--- config.mk ---
export PLATFORM = sky130hd
export DESIGN_NAME = iprt_ctrl
export DESIGN_NICKNAME = d
export VERILOG_FILES = /design/src/iprt_pkg.sv /design/src/iprt_ctrl.sv
export VERILOG_INCLUDE_DIRS = /design/src /design/src/src
export SDC_FILE = /design/constraint.sdc
export NUM_CORES = 1
export LEC_CHECK = 0
export ABC_AREA = 1
export BUFFER_PORTS_ARGS = -buffer_cell sky130_fd_sc_hd__buf_2
export CAP_MARGIN = 20
export CORE_MARGIN = 2
export CORE_UTILIZATION = 31
export CTS_CLUSTER_SIZE = 10
export DETAILED_ROUTE_END_ITERATION = 16
export GPL_ROUTABILITY_DRIVEN = 0
export PLACE_DENSITY = 0.54
export REMOVE_ABC_BUFFERS = 1
export SYNTH_ARGS = -nofsm -noshare
export SYNTH_HDL_FRONTEND = slang
export SYNTH_SLANG_ARGS = --single-unit
--- constraint.sdc ---
create_clock -name clk -period 3.7 [get_ports clk]
set_input_delay 0.37 -clock clk [delete_from_list [all_inputs] [get_ports clk]]
set_output_delay 0.37 -clock clk [all_outputs]
set_load 0.02 [all_outputs]
--- src/assert_macros.svh ---
// ----------------------------------------------------------------------------
// Assertion macros
// Clocked assertion helpers shared by the route table lookup RTL.
// ----------------------------------------------------------------------------
`ifndef ASSERT_MACROS_SVH
`define ASSERT_MACROS_SVH

// Property checked on every rising edge, muted while reset is asserted
`define ASSERT_CLK(lbl, clk, rst_n, prop, msg) \
	lbl: assert property (@(posedge clk) disable iff (!rst_n) prop) else $error(msg);

// Condition that must never be seen on a rising edge outside reset
`define ASSERT_NEVER(lbl, clk, rst_n, expr, msg) \
	`ASSERT_CLK(lbl, clk, rst_n, !(expr), msg)

`endif

--- src/iprt_pkg.sv ---
// ----------------------------------------------------------------------------
// iprt_pkg
// Shared types and codes for the IPv4 route table lookup block.
// ----------------------------------------------------------------------------
`default_nettype none

package iprt_pkg;

	// item command codes
	localparam logic MODE_LOAD   = 1'b0;
	localparam logic MODE_LOOKUP = 1'b1;

	// one route table entry
	typedef struct packed {
		logic [31:0] net;
		logic [31:0] mask;
		logic [31:0] iface;
	} iprt_entry_t;

endpackage

`default_nettype wire

--- src/iprt_ctrl.sv ---
// ----------------------------------------------------------------------------
// iprt_ctrl
// Lookup sequencer: steps the table read address once per cycle and runs
// each returned entry through one shared network/mask comparator.
// ----------------------------------------------------------------------------
`default_nettype none

`include "assert_macros.svh"

module iprt_ctrl #(
	parameter int ENTRIES = 64
) (
	input  wire                              clk,
	input  wire                              arst_n,
	input  wire                              start,
	input  wire                              mode,
	input  wire [31:0]                       address,
	input  wire [31:0]                       net_mask,
	output logic                             busy,
	output logic                             wr_en,
	output logic [((ENTRIES > 1) ? $clog2(ENTRIES) : 1)-1:0] rd_addr,
	input  iprt_pkg::iprt_entry_t            rd_entry,
	input  wire [$clog2(ENTRIES + 1)-1:0]    count,
	input  wire [31:0]                       iface0,
	output logic [31:0]                      network,
	output logic [31:0]                      interface_addr,
	output logic                             hit,
	output logic                             done
);
	import iprt_pkg::*;

	localparam int IDX_W = (ENTRIES > 1) ? $clog2(ENTRIES) : 1;
	localparam int CNT_W = $clog2(ENTRIES + 1);

	typedef enum logic [1:0] {
		ST_IDLE = 2'b01,
		ST_SCAN = 2'b10
	} state_t;

	state_t            state_q;
	logic [CNT_W-1:0]  rd_idx_q;
	logic              pend_q;
	logic              done_q;
	logic [31:0]       net_q;
	logic [31:0]       mask_q;
	logic [31:0]       iface_q;
	logic              hit_q;
	logic              accept;
	logic              match;
	logic              more;

	assign busy   = (state_q != ST_IDLE);
	assign accept = start && !busy;
	assign wr_en  = accept && (mode == MODE_LOAD);

	// entry 0 is read on the accept edge, then one entry per cycle
	assign rd_addr = (state_q == ST_SCAN) ? rd_idx_q[IDX_W-1:0] : '0;
	assign more    = (rd_idx_q < count);

	// shared comparator on the entry returned this cycle
	assign match = (rd_entry.net == net_q) && (rd_entry.mask == mask_q);

	// sequencer
	always_ff @(posedge clk or negedge arst_n) begin
		if (!arst_n) begin
			state_q  <= ST_IDLE;
			rd_idx_q <= '0;
			pend_q   <= 1'b0;
			done_q   <= 1'b0;
		end else begin
			done_q <= 1'b0;
			case (state_q)
				ST_IDLE: begin
					if (accept && (mode == MODE_LOOKUP)) begin
						if (count == '0) begin
							done_q <= 1'b1;
						end else begin
							state_q  <= ST_SCAN;
							rd_idx_q <= CNT_W'(1);
							pend_q   <= 1'b1;
						end
					end
				end
				ST_SCAN: begin
					if ((pend_q && match) || !pend_q) begin
						done_q  <= 1'b1;
						pend_q  <= 1'b0;
						state_q <= ST_IDLE;
					end else begin
						pend_q <= more;
						if (more) begin
							rd_idx_q <= rd_idx_q + CNT_W'(1);
						end
					end
				end
				default: begin
					state_q <= ST_IDLE;
					pend_q  <= 1'b0;
				end
			endcase
		end
	end

	// lookup key, held until the result has gone out
	always_ff @(posedge clk) begin
		if (accept && (mode == MODE_LOOKUP)) begin
			net_q  <= address & net_mask;
			mask_q <= net_mask;
		end
	end

	// result payload
	always_ff @(posedge clk) begin
		if (accept && (mode == MODE_LOOKUP) && (count == '0)) begin
			iface_q <= '0;
			hit_q   <= 1'b0;
		end else if ((state_q == ST_SCAN) && pend_q && match) begin
			iface_q <= rd_entry.iface;
			hit_q   <= 1'b1;
		end else if ((state_q == ST_SCAN) && !pend_q) begin
			iface_q <= iface0;
			hit_q   <= 1'b0;
		end
	end

	assign network        = net_q;
	assign interface_addr = iface_q;
	assign hit            = hit_q;
	assign done           = done_q;

	// checks
	`ASSERT_CLK(a_done_idle, clk, arst_n, done_q |-> (state_q == ST_IDLE), "result while scanning")
	`ASSERT_CLK(a_idx_bound, clk, arst_n, (state_q == ST_SCAN) |-> (rd_idx_q <= count), "scan past fill count")
	`ASSERT_CLK(a_hit_pend, clk, arst_n, (done_q && hit_q) |-> $past(pend_q), "hit without a pending entry")
	`ASSERT_NEVER(a_load_busy, clk, arst_n, wr_en && busy, "load taken during a scan")

endmodule

`default_nettype wire

Word level (Yosys, flattened, before mapping). Cells that the tools add are included.

Register bits: 108. Bits in latches: 0. Memory bits (writable): 0. Memory bits (read-only): 0. Input port bits: 203. Output and inout bits: 74. Word-level logic and storage cells: 62. Memories kept: 0.

Add/sub/neg operators: 1. Multipliers: 0. Div/mod/pow operators: 0. Magnitude comparators: 1. Equality and inequality tests: 10. Shifts and indexed selects: 0. Mux-type cells: 22. Bitwise logic cells: 2. Reductions and logical operators: 18.

Operator list (count): 32-bit == test (2); 32-bit two-way mux (2); 32-bit AND (1); 7-bit two-way mux (4); 7-bit one-hot mux with 2 select lines (1); 2-bit inequality test, second input constant (5); 1-bit logical AND (9); 1-bit two-way mux (8); 7-bit by 1-bit adder with 7-bit output, second input constant (1); 7-bit zero test (1); 7-bit less-than comparator (1); 2-bit two-way mux (3); 6-bit two-way mux (1); 5-bit AND reduction (1); 1-bit one-hot mux with 2 select lines (2); 2-bit one-hot mux with 2 select lines (1); 2-bit nonzero test (2); 3-bit AND reduction (1); 2-bit by 1-bit == test with 1-bit output, second input constant (1); 2-bit == test, second input constant (1); 1-bit zero test (2); 2-bit by 1-bit inequality test with 1-bit output, second input constant (1); 2-bit AND reduction (1); 1-bit logical OR (1); 1-bit inverter (1).

Logic depth before layout (Yosys ltp).
Depth in word-level cells: 6. Gate-level depth with buffers: 14. Gate-level depth less buffers: 13.

Worst setup path after synthesis. No wires, ideal clock.

Kind: register to register. From: reg state_q[0]. To: reg iface_q[14] (netlist: interface_addr[14]). Arrival: 3.023 ns. Data required time: 3.586 ns. Path slack: 0.563 ns. Cell stages (with the launch flop): 9. Buffers on the path: 2. Clock period less this slack: 3.137 ns. Cell sequence: dfstp_2 > ha_1 > nand3_1 > inv_1 > nand4_1 > clkbuf_1 > clkbuf_1 > nand4_1 > nand2_1.

Word-level cells in the longest chain between the ends: 5.

RTL lines: start: declaration (RTL line iprt_ctrl.sv:40) `state_t state_q;`; start signal: assignment (RTL line iprt_ctrl.sv:66) `state_q <= ST_IDLE;`; start signal: assignment (RTL line iprt_ctrl.sv:78) `state_q <= ST_SCAN;`; start signal: assignment (RTL line iprt_ctrl.sv:88) `state_q <= ST_IDLE;`; 2-bit by 1-bit inequality test with 1-bit output (RTL line iprt_ctrl.sv:52) `assign busy = (state_q != ST_IDLE);`; 1-bit zero test (RTL line iprt_ctrl.sv:53) `assign accept = start && !busy;`; 1-bit logical AND (RTL line iprt_ctrl.sv:53); 1-bit logical AND (2 in a row) (RTL line iprt_ctrl.sv:114) `if (accept && (mode == MODE_LOOKUP) && (count == '0)) begin`; end signal: assignment (RTL line iprt_ctrl.sv:118) `iface_q <= rd_entry.iface;`; end signal: assignment (RTL line iprt_ctrl.sv:121) `iface_q <= iface0;`; end: declaration (RTL line iprt_ctrl.sv:46) `logic [31:0] iface_q;`.

Parallel ways exist; a longest one is shown, timed or not. A chain may end at the register's enable or synchronous reset.

Worst setup path in the final report.
From: reg state_q[0]. To: reg iface_q[30] (netlist: interface_addr[30]).

Same word-level chain as after synthesis.

==> run_results.csv <==
group,metric,value,unit
cells_and_area,layout.nets,1320,
synth,syn_inst,843,
timing,hold_viol_final,0,
detailed_routing,wl_per_cell,12.93,um
detailed_routing,finalWirelength,17810,um
floorplanning,fp-row-count,51,
global_routing,grt_pass1_vias,5585,
power_and_ir_drop,power.leakage,4.675,nW
floorplanning,dieHeight,144.8,um
synth,synth-compound-area-share,4.131,%
synth,ys_types,27,
timing,finClkSkew,0.01266,ns
synth,yosysTopAreaCellShare,31.26,%
cells_and_area,fin_util,41.67,%
synth,ys_seq_area_share,46.50,%
cells_and_area,layout-drive-gt1-share,27.58,%
synth,synth-seq-cells,108,
worst_setup_path,cp_max_fo,63,
hold_path,min_path_type,"input port to flip-flop",
detailed_routing,highest_layer,"met4",
cells_and_area,final_cell_mix,"buf_2, nand2_1, inv_1",
placed_design,io_buffer_count,276,
synth,synth_fa_ha_area_share,1.832,%
cells_and_area,fillers,2090,
cells_and_area,antenna_cells,0,
outcome,status,"completed",
floorplanning,die_width,144.8,um
clocking,ctsResizeCount,0,
floorplanning,start_util,31.59,%
clocking,cts_sinks,108,
timing,drv_slew,0,
timing,setup_viol,0,
detailed_routing,wl_met3,1645,um
cells_and_area,seqCellArea,2859,um^2
synth,syn_avg_cell_area,7.293,um^2
floorplanning,core,19460,um^2
detailed_routing,drtIter0Drc,177,
synth,synth_xor_area_share,2.707,%
cells_and_area,layout-area-overhead-vs-synth,31.91,%
worst_setup_path,path_class,"flip-flop to flip-flop",
clocking,hold_buffers,1,
clocking,clockBufferDepth,2,
synth,synthMuxAreaShare,0,%
detailed_routing,wl_met2,8404,um
timing,period_minus_slack,2.365,ns
global_routing,antenna_found_initial,0,
flow_run,drv_cap,0,
timing,tightest_slew,0.6851,ns
clocking,cts_max_level,3,
global_routing,grt_pass1_wl,26930,um
floorplanning,die_area,20980,um^2
worst_setup_path,crit_arrival,2.61,ns
worst_setup_path,crit_required,3.94,ns
worst_setup_path,end_kind,"flip-flop",
synth,synthTopCellsByArea,"edfxtp_1, nand2_1, inv_1",
global_routing,grt.total_usage,16.44,%
clocking,path_clk_slew,0.08,ns
timing,tns,0,ns
synth,yosysWarnings,0,
synth,yosys.area_share.simple,30.16,%
cells_and_area,multi_input_area,2392,um^2
synth,syn-cell-area,6148,um^2
clocking,cts_buffers,9,
clocking,cts_tree,"yes",
detailed_routing,drc,0,
timing,rsz0062_at_grt,"no",
floorplanning,ioPinCount,277,
timing,period_share,63.91,%
detailed_routing,firstDrtPassIters,4,
clocking,clk_latency,0.36,ns
timing,fmax,422.9,MHz
power_and_ir_drop,power_density,520.5,nW/um^2
detailed_routing,wirelength_met1,7530,um
power_and_ir_drop,fin_total_pwr,0.004221,W
clocking,clock-root-buffer,"clkbuf_16",
timing,slew_headroom,54.33,%
power_and_ir_drop,max-vdd-ir-drop,0.3063,mV
synth,synth_top_family_by_area,"simple AND/OR/NAND/NOR gates",
detailed_routing,vias,6036,
detailed_routing,ant_nets,0,
detailed_routing,viasPerCell,4.380,
worst_setup_path,startpoint_type,"flip-flop",
cells_and_area,layout_commonest_cell,"buf_2",
clocking,post_cts_buffers,0,
global_routing,grt_start_max_net_pins,67,
synth,synth_top_cell_by_area,"edfxtp_1",
global_routing,gr-total-overflow,0,
placed_design,dp_hpwl,13620,um
==> per-stage QoR <==
stage               hold WS (ns)  cell area (um^2)  cells  setup WS [ns]
global route              0.1826              8110   1378          1.106
finish                    0.2023              8110   1378          1.335
floorplan                0.07441              5997    811        -0.9536
detailed placement        0.2710              7782   1361          1.366
CTS                       0.1844              8110   1378          1.337
global placement          0.2781              7782   1361          1.414
==> cells in the mapped netlist, drive strengths merged <==
cell type	instances
a21oi	8
a31oi	1
and3	1
buf	16
clkbuf	16
clkinv	1
dfrtp	10
dfstp	1
dfxtp	33
edfxtp	64
ha	9
inv	199
nand2	228
nand3	38
nand3b	1
nand4	74
nor2	80
nor3	2
nor4	1
o21a	1
o21ai	40
xor2	19
==> registers in the layout, summed over array words and instances (netlist names) <==
name and cells:
done 1, hit 1, interface_addr 32, mask_q 32
network 32, pend_q 1, rd_idx_q 7, state_q 2
==> worst paths after layout <==
check	cells past startpoint	end	slack (ns)	from
setup / recovery	9	interface_addr[30]	1.34	state_q[0]
hold / removal	1	mask_q[20]	0.20	net_mask[20]
setup reg to reg	9	interface_addr[30]	1.34	state_q[0]
hold reg to reg	2	interface_addr[11]	0.48	interface_addr[11]
max in group asynchronous	2	state_q[0]	2.99	arst_n
min in group asynchronous	2	rd_idx_q[3]	0.43	arst_n
==> worst max-delay path: stages, from the launching register on <==
cell and delay, ns:
dfstp_2 0.55, inv_1 0.04, ha_1 0.35, nand2_1 0.14, clkinv_1 0.09, nand3_2 0.19, buf_4 0.51, o21ai_0 0.18
nand3_1 0.10, nand2_1 0.06
==> area by class of cell <==
type                       instances  area share [%]
multi-input combinational        503           29.50
clock inverter                     6          0.9719
timing repair buffer             286           17.99
inverter                         200           9.256
clock buffer                      10           2.947
tap                              265           4.088
sequential                       108           35.25
==> routing by layer <==
metal | up-vias | GRT usage (%)
met5 | - | 0
met4 | 0 | 4.854
met3 | 14 | 5.166
met2 | 222 | 28.53
met1 | 2642 | 19.50
li1 | 3158 | -
==> cell families (layout without fill, tap and decap cells) <==
family,Yosys count,after routing
xor gates and xnor gates,19,19
AOI/OAI and AO/OA,50,50
and+or+nand+nor,425,425
buffers and inverters,232,502
DFF,108,108
adders and majority gates,9,9
==> power breakdown <==
part,internal [W],switching (W),total (W)
clock,0.000561,0.000488,0.00105
sequential,0.00159,0.000165,0.00175
combinational,0.000508,0.000911,0.00142
total,0.00266,0.00156,0.00422
No activity file was read; power rests on OpenSTA's default activity.
